<file path="src/rtl/core/pbpr_pkg.sv">
package pbpr_pkg;

	localparam int unsigned MAX_GROUPS = 256;
	localparam int unsigned MAX_LINES  = 4096;
	localparam int unsigned MAX_PLANES = 24;

	localparam int unsigned BYTE_W  = 8;
	localparam int unsigned WORD_W  = 16;
	localparam int unsigned ADDR_W  = 25;
	localparam int unsigned BPP_W   = 5;
	localparam int unsigned GRP_W   = 9;
	localparam int unsigned LINES_W = 13;
	localparam int unsigned CFG_W   = 13;
	localparam int unsigned IDX_W   = 2;
	localparam int unsigned LIDX_W  = 12;
	localparam int unsigned GIDX_W  = 8;
	localparam int unsigned PIDX_W  = 5;
	localparam int unsigned ROW_W   = 21;

	localparam logic [IDX_W-1:0] REG_BPP    = 2'd0;
	localparam logic [IDX_W-1:0] REG_GROUPS = 2'd1;
	localparam logic [IDX_W-1:0] REG_LINES  = 2'd2;

	localparam logic [BYTE_W-1:0] CTRL_NOP = 8'd128;

	typedef enum logic [1:0] {
		ST_IDLE,
		ST_PUSH,
		ST_MUL,
		ST_END
	} pbpr_state_t;

	function automatic logic [BPP_W-1:0] clamp_planes(input logic [BPP_W-1:0] v);
		logic [BPP_W-1:0] r;
		if (v == '0) begin
			r = BPP_W'(1);
		end else if (v > BPP_W'(MAX_PLANES)) begin
			r = BPP_W'(MAX_PLANES);
		end else begin
			r = v;
		end
		return r;
	endfunction

	function automatic logic [GRP_W-1:0] clamp_groups(input logic [GRP_W-1:0] v);
		logic [GRP_W-1:0] r;
		if (v == '0) begin
			r = GRP_W'(1);
		end else if (v > GRP_W'(MAX_GROUPS)) begin
			r = GRP_W'(MAX_GROUPS);
		end else begin
			r = v;
		end
		return r;
	endfunction

	function automatic logic [LINES_W-1:0] clamp_lines(input logic [LINES_W-1:0] v);
		logic [LINES_W-1:0] r;
		if (v == '0) begin
			r = LINES_W'(1);
		end else if (v > LINES_W'(MAX_LINES)) begin
			r = LINES_W'(MAX_LINES);
		end else begin
			r = v;
		end
		return r;
	endfunction

endpackage

</file>
<file path="src/rtl/core/packbits_plane_reorder_decoder.sv">
// PackBits decoder that writes decoded 16-bit words into an interleaved plane image.
// Input channel: in_valid/in_stall carry one compressed byte per word (in_byte) with
// stream_end marking the last byte available. in_stall is high while a byte is being
// worked on; the block takes one byte at a time.
// Output channel: out_valid/out_stall carry one decoded word with its word address,
// end_of_run on the last word caused by an input byte, image_done on the word that
// completes the image and truncated when the stream ended early.
// Configuration: cfg_we writes cfg_data into register cfg_index (0 planes, 1 groups
// per line, 2 lines); the user must write while the block is idle, which it does not enforce.
// Steps: a byte is taken in the idle state; the push state skips a control byte, holds
// the first byte of a pair or pairs the second with it and forms the row, the mul state
// finishes the address and commits the word, and the end state closes the byte's run.
// A repeat run repeats hold, pair and finish for each word, set by the two-step address
// multiply (line*groups+group, then *planes+plane) on one shared multiplier.
// One word is held back until the next word or the end of the byte's run is known.
// If out_stall is high the sequencer waits with the word it holds; nothing is lost.
// Reset clears all run, pairing and position state and sets every configuration register to 1.
// After the image completes or the stream ends, bytes are taken and dropped.
module packbits_plane_reorder_decoder (
	input  logic                      clk,
	input  logic                      arst_n,
	input  logic                      in_valid,
	output logic                      in_stall,
	input  logic [7:0]                in_byte,
	input  logic                      stream_end,
	output logic                      out_valid,
	input  logic                      out_stall,
	output logic                      word_valid,
	output logic [15:0]               word_value,
	output logic [24:0]               word_address,
	output logic                      end_of_run,
	output logic                      image_done,
	output logic                      truncated,
	input  logic                      cfg_we,
	input  logic [pbpr_pkg::IDX_W-1:0] cfg_index,
	input  logic [pbpr_pkg::CFG_W-1:0] cfg_data
);
	import pbpr_pkg::*;

	pbpr_state_t state_q, state_next;

	logic [BPP_W-1:0]   bpp_q;
	logic [GRP_W-1:0]   groups_q;
	logic [LINES_W-1:0] lines_q;

	logic [BYTE_W-1:0] run_remaining_q;
	logic              awaiting_q;
	logic [BYTE_W-1:0] pending_q;
	logic              pending_valid_q;
	logic [LIDX_W-1:0] line_q;
	logic [PIDX_W-1:0] plane_q;
	logic [GIDX_W-1:0] group_q;
	logic              finished_q;

	logic [BYTE_W-1:0] byte_q;
	logic [BYTE_W-1:0] cnt_q;
	logic              last_q;
	logic [ROW_W-1:0]  row_q;
	logic [WORD_W-1:0] pair_q;

	logic              hold_full_q;
	logic [WORD_W-1:0] hold_value_q;
	logic [ADDR_W-1:0] hold_addr_q;
	logic              hold_done_q;

	logic              out_valid_q;
	logic              out_word_valid_q;
	logic [WORD_W-1:0] out_value_q;
	logic [ADDR_W-1:0] out_addr_q;
	logic              out_eor_q;
	logic              out_done_q;
	logic              out_trunc_q;

	logic [BPP_W-1:0]   planes;
	logic [GRP_W-1:0]   groups;
	logic [LINES_W-1:0] lines;

	logic accept, out_free, push_skip, mul_go, end_need_out, end_go;
	logic do_take, do_half, do_pair, do_commit, do_end;

	logic [ROW_W-1:0]   mul_a;
	logic [GRP_W-1:0]   mul_b;
	logic [GRP_W-1:0]   mul_c;
	logic [ADDR_W:0]    mul_y;
	logic [GRP_W-1:0]   group_inc;
	logic [PIDX_W:0]    plane_inc;
	logic [LINES_W-1:0] line_inc;
	logic [GIDX_W-1:0]  group_nx;
	logic [PIDX_W-1:0]  plane_nx;
	logic [LIDX_W-1:0]  line_nx;
	logic               finished_nx;

	assign planes = clamp_planes(bpp_q);
	assign groups = clamp_groups(groups_q);
	assign lines  = clamp_lines(lines_q);

	assign in_stall   = (state_q != ST_IDLE);
	assign accept     = in_valid && (state_q == ST_IDLE);
	assign out_free   = !out_valid_q || !out_stall;
	assign push_skip  = (cnt_q == '0) || finished_q;
	assign mul_go     = !hold_full_q || out_free;
	assign end_need_out = hold_full_q || (last_q && !finished_q);
	assign end_go     = !end_need_out || out_free;

	// one multiplier: row while pairing, address in the next cycle
	assign mul_a = (state_q == ST_MUL) ? row_q : ROW_W'(line_q);
	assign mul_b = (state_q == ST_MUL) ? GRP_W'(planes) : groups;
	assign mul_c = (state_q == ST_MUL) ? GRP_W'(plane_q) : GRP_W'(group_q);
	assign mul_y = (ADDR_W+1)'(mul_a) * (ADDR_W+1)'(mul_b) + (ADDR_W+1)'(mul_c);

	always_comb begin
		group_inc   = GRP_W'(group_q) + GRP_W'(1);
		plane_inc   = (PIDX_W+1)'(plane_q) + (PIDX_W+1)'(1);
		line_inc    = LINES_W'(line_q) + LINES_W'(1);
		group_nx    = group_inc[GIDX_W-1:0];
		plane_nx    = plane_q;
		line_nx     = line_q;
		finished_nx = finished_q;
		if (group_inc >= groups) begin
			group_nx = '0;
			plane_nx = plane_inc[PIDX_W-1:0];
			if (plane_inc >= (PIDX_W+1)'(planes)) begin
				plane_nx = '0;
				line_nx  = line_inc[LIDX_W-1:0];
				if (line_inc >= lines) begin
					line_nx     = '0;
					finished_nx = 1'b1;
				end
			end
		end
	end

	always_comb begin
		state_next = state_q;
		unique case (state_q)
			ST_IDLE: begin
				if (accept && !finished_q) begin
					state_next = ST_PUSH;
				end
			end
			ST_PUSH: begin
				if (push_skip) begin
					state_next = ST_END;
				end else if (pending_valid_q) begin
					state_next = ST_MUL;
				end
			end
			ST_MUL: begin
				if (mul_go) begin
					state_next = ST_PUSH;
				end
			end
			ST_END: begin
				if (end_go) begin
					state_next = ST_IDLE;
				end
			end
			default: state_next = ST_IDLE;
		endcase
	end

	always_comb begin
		do_take   = 1'b0;
		do_half   = 1'b0;
		do_pair   = 1'b0;
		do_commit = 1'b0;
		do_end    = 1'b0;
		unique case (state_q)
			ST_IDLE: do_take = accept && !finished_q;
			ST_PUSH: begin
				do_half = !push_skip && !pending_valid_q;
				do_pair = !push_skip && pending_valid_q;
			end
			ST_MUL:  do_commit = mul_go;
			ST_END:  do_end = end_go;
			default: ;
		endcase
	end

	always_ff @(posedge clk or negedge arst_n) begin
		if (!arst_n) begin
			state_q         <= ST_IDLE;
			bpp_q           <= BPP_W'(1);
			groups_q        <= GRP_W'(1);
			lines_q         <= LINES_W'(1);
			run_remaining_q <= '0;
			awaiting_q      <= 1'b0;
			pending_q       <= '0;
			pending_valid_q <= 1'b0;
			line_q          <= '0;
			plane_q         <= '0;
			group_q         <= '0;
			finished_q      <= 1'b0;
			cnt_q           <= '0;
			last_q          <= 1'b0;
			hold_full_q     <= 1'b0;
			out_valid_q     <= 1'b0;
		end else begin
			state_q <= state_next;

			if (cfg_we) begin
				unique case (cfg_index)
					REG_BPP:    bpp_q    <= cfg_data[BPP_W-1:0];
					REG_GROUPS: groups_q <= cfg_data[GRP_W-1:0];
					REG_LINES:  lines_q  <= cfg_data;
					default: ;
				endcase
			end

			out_valid_q <= (out_valid_q && out_stall) || (do_commit && hold_full_q) ||
				(do_end && end_need_out);

			if (do_take) begin
				last_q <= stream_end;
				if (awaiting_q) begin
					cnt_q           <= run_remaining_q;
					awaiting_q      <= 1'b0;
					run_remaining_q <= '0;
				end else if (run_remaining_q != '0) begin
					cnt_q           <= BYTE_W'(1);
					run_remaining_q <= run_remaining_q - BYTE_W'(1);
				end else begin
					cnt_q <= '0;
					if (in_byte < CTRL_NOP) begin
						run_remaining_q <= {1'b0, in_byte[6:0]} + BYTE_W'(1);
					end else if (in_byte > CTRL_NOP) begin
						run_remaining_q <= BYTE_W'(9'd257 - {1'b0, in_byte});
						awaiting_q      <= 1'b1;
					end
				end
			end

			if (do_half) begin
				pending_q       <= byte_q;
				pending_valid_q <= 1'b1;
				cnt_q           <= cnt_q - BYTE_W'(1);
			end

			if (do_pair) begin
				pending_valid_q <= 1'b0;
			end

			if (do_commit) begin
				cnt_q       <= cnt_q - BYTE_W'(1);
				hold_full_q <= 1'b1;
				group_q     <= group_nx;
				plane_q     <= plane_nx;
				line_q      <= line_nx;
				finished_q  <= finished_nx;
			end

			if (do_end) begin
				hold_full_q <= 1'b0;
				if (last_q) begin
					finished_q      <= 1'b1;
					pending_valid_q <= 1'b0;
				end
			end
		end
	end

	// payload registers
	always_ff @(posedge clk) begin
		if (do_take) begin
			byte_q <= in_byte;
		end
		if (do_pair) begin
			pair_q <= {pending_q, byte_q};
			row_q  <= mul_y[ROW_W-1:0];
		end
		if (do_commit) begin
			hold_value_q <= pair_q;
			hold_addr_q  <= mul_y[ADDR_W-1:0];
			hold_done_q  <= finished_nx;
			if (hold_full_q) begin
				out_word_valid_q <= 1'b1;
				out_value_q      <= hold_value_q;
				out_addr_q       <= hold_addr_q;
				out_eor_q        <= 1'b0;
				out_done_q       <= hold_done_q;
				out_trunc_q      <= 1'b0;
			end
		end
		if (do_end && end_need_out) begin
			out_eor_q   <= 1'b1;
			out_trunc_q <= last_q && !finished_q;
			if (hold_full_q) begin
				out_word_valid_q <= 1'b1;
				out_value_q      <= hold_value_q;
				out_addr_q       <= hold_addr_q;
				out_done_q       <= hold_done_q;
			end else begin
				out_word_valid_q <= 1'b0;
				out_value_q      <= '0;
				out_addr_q       <= '0;
				out_done_q       <= 1'b0;
			end
		end
	end

	assign out_valid    = out_valid_q;
	assign word_valid   = out_word_valid_q;
	assign word_value   = out_value_q;
	assign word_address = out_addr_q;
	assign end_of_run   = out_eor_q;
	assign image_done   = out_done_q;
	assign truncated    = out_trunc_q;

endmodule

</file>
<file path="config.mk">
export PLATFORM = sky130hd
export DESIGN_NAME = packbits_plane_reorder_decoder
export DESIGN_NICKNAME = d
export VERILOG_FILES = /design/src/rtl/core/pbpr_pkg.sv /design/src/rtl/core/packbits_plane_reorder_decoder.sv
export SDC_FILE = /design/constraint.sdc
export NUM_CORES = 1
export LEC_CHECK = 0
export ABC_AREA = 1
export BUFFER_PORTS_ARGS = -buffer_cell sky130_fd_sc_hd__buf_2
export CAP_MARGIN = 20
export CORE_ASPECT_RATIO = 0.9
export CORE_MARGIN = 4
export CORE_UTILIZATION = 55
export DETAILED_ROUTE_END_ITERATION = 8
export PLACE_DENSITY = 0.73
export SLEW_MARGIN = 30
export SYNTH_ARGS = -nofsm -noshare
export SYNTH_HDL_FRONTEND = slang
export SYNTH_SLANG_ARGS = --single-unit
</file>
<file path="constraint.sdc">
create_clock -name clk -period 5.7 [get_ports clk]
set_clock_uncertainty 0.05 [all_clocks]
set_input_delay 1.71 -clock clk [delete_from_list [all_inputs] [get_ports clk]]
set_output_delay 1.71 -clock clk [all_outputs]
set_load 0.05 [all_outputs]
</file>
# Yosys cells after proc, flatten, opt, wreduce, memory -nomap -nowiden
# Index checks and enable logic that the tools add are counted.
# word_totals
inputBits	29
mem_bits_rw	0
register_bits	216
memories	0
mem_bits_ro	0
latchBits	0
# classes
mux	67
n_mul	1
eq_ne	9
order_cmp	8
n_addsub	8
shift	0
reduce_logical	44
bitwise	0
n_div	0
# ops
cell	n
two-way mux 25 bit	4
two-way mux 8 bit	10
two-way mux 16 bit	4
two-way mux 1 bit	33
two-way mux 9 bit	3
two-way mux 13 bit	2
adder 25 x 8 -> 25 bit	1
multiplier 21 x 9 -> 25 bit	1
two-way mux 21 bit	1
subtractor 8 x 1 -> 8 bit, second input constant	2
two-way mux 5 bit	3
AND reduction 2 bit	7
adder 12 x 1 -> 13 bit, second input constant	1
greater-or-equal comparator 13 bit	1
> comparator 13 bit, second input constant	1
logical NOT 13 bit	1
two-way mux 12 bit	1
two-way mux 2 bit	5
adder 8 x 1 -> 9 bit, second input constant	1
greater-or-equal comparator 9 bit	1
> comparator 9 bit, second input constant	1
logical NOT 9 bit	1
adder 7 x 1 -> 8 bit, second input constant	1
> comparator 8 bit, second input constant	1
other kinds (23)	50

# Depth between registers and ports, before layout
# Gate-level depths: netlist of the first run.
# depth
depth_word	10
mapped_depth	31
mapped_depth_nobuf	30

# Worst setup path after synthesis of the first run
# No wires, ideal clock.
# synth_timing
path_type	register to register
start	register state_q[0]
end	register hold_addr_q[24], data pin
synth_period_minus_slack_ps	5292
setup_ps	252
required_ps	5398
path_slack_ps	408
arrival_ps	4990
n_path_buf	1
path_stages_with_launch	28
cell_sequence	dfrtp_1 -> inv_2 -> nand2_2 -> nor2_1 -> inv_1 -> o21ai_1 -> buf_2 -> nand2_1 -> fa_1 -> inv_1 -> fa_1 -> inv_1 -> fa_1 -> inv_1 -> fa_1 -> inv_1 -> fa_1 -> inv_1 -> ha_1 -> nand2_1 -> nor2_1 -> nand2_1 -> nand3_1 -> nand2_1 -> nand3_1 -> inv_1 -> nand2_1 -> nand2_1
# synth_between
elab_chain_cells	4
word_cells_on_any_way	6
# synth_rtl
element	line	text
from (decl)	packbits_plane_reorder_decoder.sv:40	pbpr_state_t state_q, state_next;
from (signal assigned)	packbits_plane_reorder_decoder.sv:199	state_q <= state_next;
equality test 2 bit *	packbits_plane_reorder_decoder.sv:106, packbits_plane_reorder_decoder.sv:107, packbits_plane_reorder_decoder.sv:108	
two-way mux 21 bit or two-way mux 9 bit (tied branches)	packbits_plane_reorder_decoder.sv:106, packbits_plane_reorder_decoder.sv:107	
multiplier 21 x 9 -> 25 bit	packbits_plane_reorder_decoder.sv:109	assign mul_y = (ADDR_W+1)'(mul_a) * (ADDR_W+1)'(mul_b) + (ADDR_W+1)'(mul_c);
adder 25 x 8 -> 25 bit *	packbits_plane_reorder_decoder.sv:109	
via mul_y[24]	packbits_plane_reorder_decoder.sv:84	logic [ADDR_W:0] mul_y;
to (signal assigned)	packbits_plane_reorder_decoder.sv:273	hold_addr_q <= mul_y[ADDR_W-1:0];
to (decl)	packbits_plane_reorder_decoder.sv:63	logic [ADDR_W-1:0] hold_addr_q;
# The timed path passes the listed nets; every way through them passes the cells marked *.
# A chain may end at the register's enable or synchronous reset.

# Worst setup path in the final report of the first run
# layout_timing
start	register groups_q[6]
end	register hold_addr_q[19], data pin
# layout_between
elab_chain_cells	6
word_cells_on_any_way	7
# layout_rtl
element	line	text
from (decl)	packbits_plane_reorder_decoder.sv:43	logic [GRP_W-1:0] groups_q;
from (signal assigned)	packbits_plane_reorder_decoder.sv:204	REG_GROUPS: groups_q <= cfg_data[GRP_W-1:0];
> comparator 9 bit	pbpr_pkg.sv:49	end else if (v > GRP_W'(MAX_GROUPS)) begin
two-way mux 9 bit	pbpr_pkg.sv:49	
two-way mux 9 bit *	pbpr_pkg.sv:47	if (v == '0) begin
two-way mux 9 bit *	packbits_plane_reorder_decoder.sv:107	assign mul_b = (state_q == ST_MUL) ? GRP_W'(planes) : groups;
multiplier 21 x 9 -> 25 bit *	packbits_plane_reorder_decoder.sv:109	
adder 25 x 8 -> 25 bit *	packbits_plane_reorder_decoder.sv:109	
via mul_y[19]	packbits_plane_reorder_decoder.sv:84	
# Marks and branches as above.

==> results of run 1 <==
-- routing by layer --
layer / up-vias / global-route usage / wire length (um)
met3: 61 / 0.0332 / 2300
met4: 2 / 0.0569 / 915
met2: 392 / 0.405 / 18100
li1: 5936 / - / -
met1: 5965 / 0.369 / 18000
met5: - / 0 / 13
-- critical path, cell delays in order, from the launching register on --
cell	delay, ns
dfrtp_1	0.39
nor2_1	0.10
nand3_1	0.09
nor2_2	0.15
nor2_1	0.06
nor2_1	0.22
a21oi_2	0.12
buf_4	0.20
nor2_1	0.19
fa_1	0.46
fa_1	0.47
fa_1	0.52
fa_1	0.49
ha_1	0.31
ha_1	0.40
nand2_1	0.09
inv_1	0.08
nand2_1	0.11
nor3_1	0.22
nand4_1	0.24
nand4_1	0.16
nand2_1	0.07
-- cells in the mapped netlist, types with 3 or more instances --
library cell	n	area, um2
buf_2	15	75.1
o21ai_1	5	25.0
edfxtp_1	131	3930
clkbuf_1	6	22.5
nor4_1	3	18.8
o21a_1	7	52.6
inv_2	8	30.0
ha_1	94	1180
nor3_1	16	80.1
nand4_1	21	131
nand3b_1	6	45.0
o21bai_1	3	22.5
fa_1	130	2600
xnor2_1	9	78.8
inv_1	320	1200
nand2_2	6	37.5
a21oi_1	50	250
xor2_1	29	254
nor2_1	178	668
nand2_1	448	1680
mux2_2	11	124
dfstp_2	3	78.8
dfrtp_1	81	2030
buf_6	5	56.3
o21ai_0	71	355
nand3_1	112	561
o22ai_1	7	43.8
-- flip-flops by register name, indices dropped and copies added, names as in the netlist, 2 cells and up --
register	flops
hold_addr_q	25
word_address	25
row_q	21
hold_value_q	16
pair_q	16
word_value	16
lines_q	13
line_q	12
groups_q	9
byte_q	8
cnt_q	8
group_q	8
pending_q	8
run_remaining_q	8
bpp_q	5
plane_q	5
state_q	2
-- how the worst min path moves through the flow --
stage                     startpoint               end  slack, ns  cells past startpoint
after floorplan            pair_q[0]   hold_value_q[0]       0.35                      0
after global placement     pair_q[6]   hold_value_q[6]       0.35                      0
after detailed placement   pair_q[4]   hold_value_q[4]       0.35                      0
after CTS                  pair_q[4]   hold_value_q[4]       0.37                      0
after global routing      pair_q[13]  hold_value_q[13]       0.38                      0
final                      pair_q[0]   hold_value_q[0]       0.37                      0
-- layout make-up --
type	count	area, um2	share of cell area
clock inverters	16	155	0.00868
flip-flops and latches	216	6060	0.339
repair buffers	119	719	0.0402
multi-input cells	1246	8640	0.484
clock buffers	26	608	0.0340
well taps	360	450	0.0252
inverters	329	1240	0.0692
-- power groups by stage --
stage               Clock (mW)  Combinational [mW]  Sequential [mW]
floorplan                    0               0.431             1.75
global placement             0               0.605             1.76
detailed placement           0               0.616             1.76
CTS                       1.51               0.622             1.73
global route              1.58               0.740             1.73
finish                    1.49               0.647             1.73
-- layout by cell type (no fill, tap or decap), types with 9 or more instances in the layout --
cell and instances:
buf_4 42, nand2_2 13, clkbuf_16 24, xnor2_1 9, mux2_2 11, nand2_1 439, inv_1 320, nand3_1 110
xor2_1 29, conb_1 22, edfxtp_1 131, a21oi_1 44, ha_1 88, nor2_2 10, dfrtp_1 81, nor3_1 13
nand4_1 21, buf_2 74, fa_1 130, nor2_1 166, o21ai_0 71
-- logic make-up (layout without fill, tap and decap cells) --
group,after synthesis,after routing,share of synthesized area
adder cells (fa/ha/maj),224,224,0.238
other,2,22,0.000474
XOR/XNOR,38,38,0.0210
flip-flops,216,216,0.382
AO/OA/AOI/OAI,147,147,0.0491
buffers and inverters,357,490,0.0886
AND/OR/NAND/NOR,804,804,0.212
multiplexers,11,11,0.00781
-- per-stage QoR --
step,std cells,instance area [um2],power (mW),utilization
after floorplan,1819,15900,2.18,-
after global routing,2312,17900,4.06,0.635
after detailed placement,2266,16900,2.38,0.600
after CTS,2308,17700,3.87,0.627
final,2312,17900,3.87,0.635
after global placement,2266,16900,2.36,0.600
-- repair_timing --
| action | in CTS | in global routing |
|---|---|---|
| resized for setup | 1 | 50 |
| buffers inserted | 0 | 4 |
| setup endpoints to repair | 2 | 30 |
| pin swaps | 0 | 5 |
==> summary.md, run 1 <==
| Metric | Value |
|---|---|
| Vias post-DR | `between 10000 and 15000` |
| Mean Syn Cell Area | `8.81 um2` |
| Slew @ Worst Pin | `0.742 ns` |
| Final setup TNS | `0 ns` |
| Worst relative slew slack | `0.504` |
| Hold_ws | `0.367 ns` |
| Gr ovfl total | `0` |
| Post-placement setup slack | `between 0.05 and 0.06 ns` |
| I/O Buffers | `75` |
| Global-route wire length before repair | `between 60000 and 70000 um` |
| Row Count | `58` |
| CTS H-tree depth | `1` |
| RR Endpoint | `hold_addr_q[19]` |
| Clock sink count | `about 220` |
| DP HPWL | `~31000 um` |
| Sw Ratio | `0.287` |
| Pint | `~2.8 mW` |
| Core Area | `around 0.028 mm2` |
| Final count of hold timing violations | `0` |
| Root Driver | `clkbuf_16` |
| Sequential Power Share | `0.447` |
| DRC viols | `0` |
| PnR worst setup slack | `~0.22 ns` |
| NumNets Final | `around 2200` |
| CP Max Fanout | `11` |
| Reg2reg start | `groups_q[6]` |
| Worst EP required | `about 5.9 ns` |
| Status | `completed` |
| Max Clock Freq | `about 180 MHz` |
| Yosys reg bits | `roughly 220` |
| Register area share after synthesis | `0.382` |
| Max-Cap Viols | `0` |
| WL final | `39400 um` |
| Initial Util | `0.563` |
| # setup viols final | `0` |
| WL/cell | `approximately 17 um` |
| Clock Power Share | `0.385` |
| Startpoint Class | `flop` |
| Hold-fix buffers, CTS | `0` |
| Commonest register cell after synthesis | `edfxtp_1` |
| Worst skew pair latency | `approximately 0.55 ns` |
| Iteration-0 DRC Markers | `1019` |
| Layout area overhead | `12.8%` |
| CTS tree | `built` |
| CP Class | `flop to flop` |
| CTS buffer count | `24` |
| Power per cell area | `~220 mW/mm2` |
| Filler cells | `2388` |
| Largest net degree at the start of global routing | `48` |
| Post-synth ARST share | `0.389` |
| Layout cells sized above 1 | `0.121` |
| Post-synthesis cell area | `0.0159 mm2` |
| P_sw | `between 1 and 1.5 mW` |
| Post-Syn Instances | `about 1800` |
| Routability Congestion | `just under 1` |
| Die H | `~170 um` |
| Fin crit share | `0.962` |
| All-Layer GR Usage | `0.251` |
| Ys Warns | `0` |
| Num ports | `between 70 and 80` |
| Library cells used by synthesis | `between 40 and 50` |
| Crit path to | `hold_addr_q[19]` |
| Clock edge transition at the registers on the reported setup and hold paths | `approximately 0.060 ns` |
| Vias in the first global route | `12000` |
| ANT cells | `0` |
| Hold Path Class | `flop to flop` |
| Initial antenna violation count | `1` |
| Maximum buffer depth of the clock tree | `3` |
| Max VDD drop | `285 uV` |
| Crit. End Element | `flop` |
| Post-route ant nets | `0` |
| Comb power frac | `0.167` |
| Critical path origin | `groups_q[6]` |
| Routed vias/inst | `around 5.3` |
| FF-to-FF path depth | `21` |
| Tmin final | `around 5.5 ns` |
| Slew Limit Fails | `0` |
| Die area | `approximately 0.032 mm2` |
| R2r setup slk | `around 0.22 ns` |
| Number of synthesized flops with an enable pin | `around 130` |
| Worst EP arrival | `around 5.7 ns` |
| Chip width | `roughly 190 um` |
| Drt pass-1 iters | `6` |
| Leakage | `approximately 9 nW` |
(Power assumes the default switching activity.)
==> inputs of run 2 (changes only) <==
--- a/config.mk
+++ b/config.mk
@@ -11,8 +11,9 @@
 export CORE_ASPECT_RATIO = 0.9
 export CORE_MARGIN = 4
 export CORE_UTILIZATION = 55
+export CTS_BUF_LIST = sky130_fd_sc_hd__clkbuf_8 sky130_fd_sc_hd__clkbuf_16
 export DETAILED_ROUTE_END_ITERATION = 8
-export PLACE_DENSITY = 0.73
+export PLACE_DENSITY_LB_ADDON = 0.15
 export SLEW_MARGIN = 30
 export SYNTH_ARGS = -nofsm -noshare
 export SYNTH_HDL_FRONTEND = slang
==> run 2 against run 1 <==
  * Clock-buffer cell count shrank 3
  * Sequential power about the same
  * Routed wire length decreased by 2.7%
  * Combinational power up 1%
  * Core utilization is 0.18 points higher
  * Design area is 0.28% higher
  * Highest routed layer unchanged
  * Critical path type unchanged
==> summary.md, run 2 (synthesis results as in run 1) <==
| Metric | Value |
|---|---|
| Status | `completed (unchanged)` |
| Crit path buffers/inverters | `2 (unchanged)` |
| Final design utilization | `0.637 (was 0.635)` |
| RSZ-0062 raised after global routing | `true` |
| Startpoint Class | `flop (unchanged)` |
| Global-route wire length before repair | `62700 um (was 63800 um)` |
| Worst skew pair latency | `0.52 ns (was 0.55 ns)` |
| Worst relative slew slack | `0.466 (was 0.504)` |
| Num ports | `76 (unchanged)` |
| Final count of hold timing violations | `0 (unchanged)` |
| Fin area | `0.0179 mm2 (about the same)` |
| Cell family with most CP delay | `adder cells (unchanged)` |
| Max VDD drop | `220 uV (was 285 uV)` |
| WL/cell | `16.5 um (was 17.0 um)` |
| Leakage | `9.23 nW (was 9.18 nW)` |
| Critical path, cell by cell | `nor2_1 -> nand3_1 -> nor2_2 -> nor2_1 -> nor2_1 -> a21oi_2 -> buf_4 -> nor2_1 -> fa_1 -> fa_1 -> fa_1 -> fa_1 -> ha_1 -> ha_1 -> nand2_1 -> buf_4 -> nor3_2 -> nand4_1 -> nand4_1 -> nand2_1 (was nor2_1 -> nand3_1 -> nor2_2 -> nor2_1 -> nor2_1 -> a21oi_2 -> buf_4 -> nor2_1 -> fa_1 -> fa_1 -> fa_1 -> fa_1 -> ha_1 -> ha_1 -> nand2_1 -> inv_1 -> nand2_1 -> nor3_1 -> nand4_1 -> nand4_1 -> nand2_1)` |
| Chip width | `187 um (unchanged)` |
| Die H | `169 um (unchanged)` |
| Clock sink count | `216 (unchanged)` |
| Maximum buffer depth of the clock tree | `3 (unchanged)` |
| Die area | `0.0316 mm2 (unchanged)` |
| WL final | `38300 um (was 39400 um)` |
| Hold Path Class | `flop to flop (unchanged)` |
| Max-Cap Viols | `0 (unchanged)` |
| Largest net degree at the start of global routing | `49 (was 48)` |
| CTS tree | `built (unchanged)` |
| Root Driver | `clkbuf_16 (unchanged)` |
| All-Layer GR Usage | `0.245 (was 0.251)` |
| Core Area | `0.0282 mm2 (unchanged)` |
| Power per cell area | `214 mW/mm2 (was 217 mW/mm2)` |
| Post-placement setup slack | `0.0680 ns (was 0.0509 ns)` |
| Worst EP arrival | `5.68 ns (was 5.72 ns)` |
| Crit. End Element | `flop (unchanged)` |
| Hold-fix buffers, CTS | `0 (unchanged)` |
| FF/Latch Area | `0.00606 mm2 (unchanged)` |
| # setup viols final | `0 (unchanged)` |
| Worst EP required | `5.91 ns (was 5.93 ns)` |
| Finished Layout Cells | `2326 (was 2312)` |
| Crit-path slowest cell | `fa_1 (unchanged)` |
| CP Class | `flop to flop (unchanged)` |
| Tmin final | `5.47 ns (was 5.48 ns)` |
| Initial Util | `0.563 (unchanged)` |
| PnR worst setup slack | `0.227 ns (was 0.215 ns)` |
| ANT cells | `0 (unchanged)` |
| Routed vias/inst | `5.27 (was 5.34)` |
| Routability Congestion | `0.964 (was 0.965)` |
| Final setup TNS | `0 ns (unchanged)` |
| Layout area overhead | `13.1% (was 12.8%)` |
| Vias in the first global route | `12200 (was 12000)` |
| Power, Total | `3.83 mW (was 3.87 mW)` |
| Post-route ant nets | `0 (unchanged)` |
| Slew @ Worst Pin | `0.793 ns (was 0.742 ns)` |
| NumNets Final | `2202 (was 2189)` |
| Layout cells sized above 1 | `0.128 (was 0.121)` |
| Most frequent cells in the layout | `442 x nand2_1, 322 x inv_1, 165 x nor2_1 (was 439 x nand2_1, 320 x inv_1, 166 x nor2_1)` |
| Drt pass-1 iters | `5 (was 6)` |
| Multi-input gate area | `0.00864 mm2 (about the same)` |
| DRC viols | `0 (unchanged)` |
| Hold_ws | `0.364 ns (was 0.367 ns)` |
| Iteration-0 DRC Markers | `1000 (was 1019)` |
| Initial antenna violation count | `2 (was 1)` |
| CTS H-tree depth | `1 (unchanged)` |
| Vias post-DR | `12300 (was 12400)` |
| Commonest non-fill, non-tap cell in the layout | `nand2_1 (unchanged)` |
| I/O Buffers | `75 (unchanged)` |
| Row Count | `58 (unchanged)` |
| Fin crit share | `0.960 (was 0.962)` |
| Gr ovfl total | `0 (unchanged)` |
| Placed Cells | `2275 (was 2266)` |
| Filler cells | `2440 (was 2388)` |
| DP HPWL | `30400 um (was 31300 um)` |
| Clock edge transition at the registers on the reported setup and hold paths | `0.06 ns (about the same)` |
| CP Max Fanout | `11 (unchanged)` |
| R2r setup slk | `0.23 ns (was 0.22 ns)` |
| Slew Limit Fails | `0 (unchanged)` |
| CTS buffer count | `23 (was 24)` |
| Max Clock Freq | `183 MHz (was 182 MHz)` |
| Area after DPL | `0.0170 mm2 (was 0.0169 mm2)` |
| Max incr delay on CP | `0.51 ns (was 0.52 ns)` |
run 2: cell count changes in the layout (fill, tap and decap cells not counted), moves of 4 or more:
cell and delta:
buf_4 +15, clkinv_2 +5, nor2_2 +4, xor2_1 -4
xor2_2 +4
run 2: what timing repair did:
action,CTS,global route
setup buffers,0,8
setup endpoints to repair,0,30
resized for setup,0,50
run 2: worst register-to-register path: cells and delay by family, from the launching register on:
family,cells,cell delay (ns)
and+or+nand+nor,11,1.61
AOI/OAI and AO/OA,1,0.12
adders and majority gates,6,2.66
buffers and inverters,2,0.38
DFF,1,0.39
run 2: cell type report:
class | count | share of cell area
flip-flops and latches | 216 | 0.338
well taps | 360 | 0.0251
inverters | 329 | 0.0690
repair buffers | 133 | 0.0454
multi-input cells | 1246 | 0.482
clock buffers | 23 | 0.0321
clock inverters | 19 | 0.00824
run 2: per-layer routing:
metal  GRT usage  share of wire
met5           0        0.00047
met4      0.0530          0.024
met3      0.0493          0.071
met2       0.393           0.45
met1       0.352           0.46
run 2: power breakdown:
group | internal (mW) | leakage [nW] | switching [mW] | total, mW
clock | 0.827 | 0.359 | 0.616 | 1.44
combinational | 0.236 | 6.68 | 0.419 | 0.654
sequential | 1.70 | 2.19 | 0.0326 | 1.73
run 2: path summary, 6_finish.rpt:
| path | start | to | cells past startpoint |
|---|---|---|---|
| max | groups_q[6] | row_q[18] | 20 |
| min | pair_q[1] | hold_value_q[1] | 0 |
| max reg2reg | groups_q[6] | row_q[18] | 20 |
| min reg2reg | pair_q[1] | hold_value_q[1] | 0 |
| max in group asynchronous | arst_n | line_q[7] | 2 |
| min in group asynchronous | arst_n | run_remaining_q[6] | 1 |
==> inputs of run 3 (changes only) <==
--- a/config.mk
+++ b/config.mk
@@ -8,7 +8,6 @@
 export ABC_AREA = 1
 export BUFFER_PORTS_ARGS = -buffer_cell sky130_fd_sc_hd__buf_2
 export CAP_MARGIN = 20
-export CORE_ASPECT_RATIO = 0.9
 export CORE_MARGIN = 4
 export CORE_UTILIZATION = 55
 export CTS_BUF_LIST = sky130_fd_sc_hd__clkbuf_8 sky130_fd_sc_hd__clkbuf_16
==> run 3 against run 2 <==
  * Routed wire length increased by 0.47%
  * Critical path depth rose by 3
  * Global-route usage grew 0.48 points
  * Non-clock buffer count is 18 lower
  * Clock power rose by 6%
  * Setup slack lost 0.030 ns
  * Die area is essentially flat
  * Hold slack better by 0.0038 ns
  * Register-to-register slack worse by 0.03 ns
  * Design area is 0.42% lower
  * First-iteration DRC count shrank 17%
  * Critical endpoint is now hold_addr_q[18]
  * Largest power group unchanged
  * Highest routed layer is now met4
==> summary.md, run 3 (synthesis results as in run 1) <==
| Metric | Value |
|---|---|
| Most frequent cells in the layout | `442 x nand2_1, 328 x inv_1, 168 x nor2_1 (was 442 x nand2_1, 322 x inv_1, 165 x nor2_1)` |
| Area after DPL | `0.0169 mm2 (was 0.0170 mm2)` |
| Clock sink count | `216 (unchanged)` |
| Die H | `178 um (was 169 um)` |
| Final design utilization | `0.636 (was 0.637)` |
| Row Count | `61 (was 58)` |
| Most Frequent Cell on Critical Path | `nand2_1` |
| Filler cells | `2453 (was 2440)` |
| Initial Util | `0.564 (was 0.563)` |
| # setup viols final | `0 (unchanged)` |
| Placed Cells | `2279 (was 2275)` |
| CTS buffer count | `24 (was 23)` |
| Core Area | `0.0281 mm2 (was 0.0282 mm2)` |
| Worst relative slew slack | `0.425 (was 0.466)` |
| Final setup TNS | `0 ns (unchanged)` |
| I/O Buffers | `75 (unchanged)` |
| Routed vias/inst | `5.23 (was 5.27)` |
| Hold Path Depth | `0 (unchanged)` |
| Leakage | `9.20 nW (was 9.23 nW)` |
| Critical path, cell by cell | `nor2_1 -> nand2_1 -> nor2_2 -> nor2_1 -> nor2_1 -> a21oi_1 -> buf_4 -> nor2_1 -> fa_1 -> inv_1 -> fa_1 -> inv_1 -> fa_1 -> fa_1 -> ha_1 -> ha_1 -> nand2_1 -> nor2_2 -> o21ai_0 -> nand2_1 -> nand2_1 -> nand4_1 -> nand2_1 (was nor2_1 -> nand3_1 -> nor2_2 -> nor2_1 -> nor2_1 -> a21oi_2 -> buf_4 -> nor2_1 -> fa_1 -> fa_1 -> fa_1 -> fa_1 -> ha_1 -> ha_1 -> nand2_1 -> buf_4 -> nor3_2 -> nand4_1 -> nand4_1 -> nand2_1)` |
| Layout area overhead | `12.6% (was 13.1%)` |
| WL/cell | `16.5 um (about the same)` |
| Root Driver | `clkbuf_16 (unchanged)` |
| All-Layer GR Usage | `0.250 (was 0.245)` |
| Max Clock Freq | `182 MHz (was 183 MHz)` |
| CTS H-tree depth | `1 (unchanged)` |
| Tmin final | `5.50 ns (was 5.47 ns)` |
| NumNets Final | `2185 (was 2202)` |
| DRC viols | `0 (unchanged)` |
| Fin area | `0.0178 mm2 (was 0.0179 mm2)` |
| Die area | `0.0316 mm2 (about the same)` |
| Maximum buffer depth of the clock tree | `3 (unchanged)` |
| CP Class | `flop to flop (unchanged)` |
| DP HPWL | `30100 um (was 30400 um)` |
| Gr ovfl total | `0 (unchanged)` |
| Worst EP required | `5.92 ns (was 5.91 ns)` |
| Crit-path slowest cell | `dfstp_2 (was fa_1)` |
| Max VDD drop | `207 uV (was 220 uV)` |
| Commonest non-fill, non-tap cell in the layout | `nand2_1 (unchanged)` |
| Post-route ant nets | `0 (unchanged)` |
| Finished Layout Cells | `2328 (was 2326)` |
| Routability Congestion | `0.953 (was 0.964)` |
| Hold_ws | `0.368 ns (was 0.364 ns)` |
| Max incr delay on CP | `0.54 ns (was 0.51 ns)` |
| FF/Latch Area | `0.00606 mm2 (unchanged)` |
| CTS tree | `built (unchanged)` |
| Power per cell area | `220 mW/mm2 (was 214 mW/mm2)` |
| Worst skew pair latency | `0.54 ns (was 0.52 ns)` |
| CP Max Fanout | `11 (unchanged)` |
| Slew @ Worst Pin | `0.863 ns (was 0.793 ns)` |
| Chip width | `178 um (was 187 um)` |
| Final count of hold timing violations | `0 (unchanged)` |
| Global-route wire length before repair | `62700 um (about the same)` |
| Multi-input gate area | `0.00861 mm2 (was 0.00864 mm2)` |
| Fin crit share | `0.965 (was 0.960)` |
| Hold Path Class | `flop to flop (unchanged)` |
| Clock edge transition at the registers on the reported setup and hold paths | `0.06 ns (about the same)` |
| Drt pass-1 iters | `7 (was 5)` |
| RSZ-0062 raised after global routing | `true (unchanged)` |
| Status | `completed (unchanged)` |
| Worst EP arrival | `5.72 ns (was 5.68 ns)` |
| Vias post-DR | `12200 (was 12300)` |
| Startpoint Class | `flop (unchanged)` |
| WL final | `38500 um (was 38300 um)` |
| Iteration-0 DRC Markers | `835 (was 1000)` |
| Max-Cap Viols | `0 (unchanged)` |
| Num ports | `76 (unchanged)` |
| FF-to-FF path depth | `23 (was 20)` |
| Largest net degree at the start of global routing | `61 (was 49)` |
| Slew Limit Fails | `0 (unchanged)` |
| Vias in the first global route | `12400 (was 12200)` |
| Layout cells sized above 1 | `0.115 (was 0.128)` |
| Initial antenna violation count | `0 (was 2)` |
| Crit. End Element | `flop (unchanged)` |
| ANT cells | `0 (unchanged)` |
## run 3: per-layer routing
layer  track usage  wire length, um  vias up
li1              -                -     5931
met2         0.410            18100      331
met1         0.349            17000     5848
met3        0.0424             2470       68
met5             0                0        -
met4        0.0657              952        0
## run 3: final timing paths
kind                                  start         endpoint  slack, ns
min in group asynchronous            arst_n         cnt_q[1]       1.20
worst min-delay path              pair_q[1]  hold_value_q[1]       0.37
worst max register to register  groups_q[0]  hold_addr_q[18]       0.20
worst max-delay path            groups_q[0]  hold_addr_q[18]       0.20
worst min register to register    pair_q[1]  hold_value_q[1]       0.37
max in group asynchronous            arst_n       lines_q[0]       3.44
## run 3: through the flow
step	setup WS (ns)	power, mW
2_1_floorplan	0.408	2.18
3_3_place_gp	0.204	2.39
3_5_place_dp	0.0872	2.40
4_1_cts	0.0972	3.94
5_1_grt	-0.0361	4.12
6_report	0.197	3.93
## run 3: layout make-up
cell class                 count  area share
multi-input combinational   1246       0.482
sequential                   216       0.339
inverter                     329      0.0695
timing repair buffer         115      0.0386
clock buffer                  25      0.0350
tap                          378      0.0265
clock inverter                19     0.00848
## run 3: what timing repair did
| action | in CTS | in global routing |
|---|---|---|
| setup buffers | 0 | 5 |
| hold buffers | 0 | 0 |
| gates resized for setup | 0 | 43 |
| hold endpoints to repair | 0 | 0 |
| setup endpoints to repair | 0 | 30 |
## run 3: where the power goes
part	internal (mW)	total [mW]	switching [mW]
clock network	0.886	1.53	0.646
registers	1.70	1.73	0.0275
logic	0.238	0.672	0.433
total	2.82	3.93	1.11
## run 3: critical path, delay by kind of cell, from the launching register on
kind | cells | cell delay (ns)
AOI/OAI and AO/OA | 2 | 0.42
adders and majority gates | 6 | 2.67
DFF | 1 | 0.54
buffers and inverters | 3 | 0.36
and+or+nand+nor | 12 | 1.17
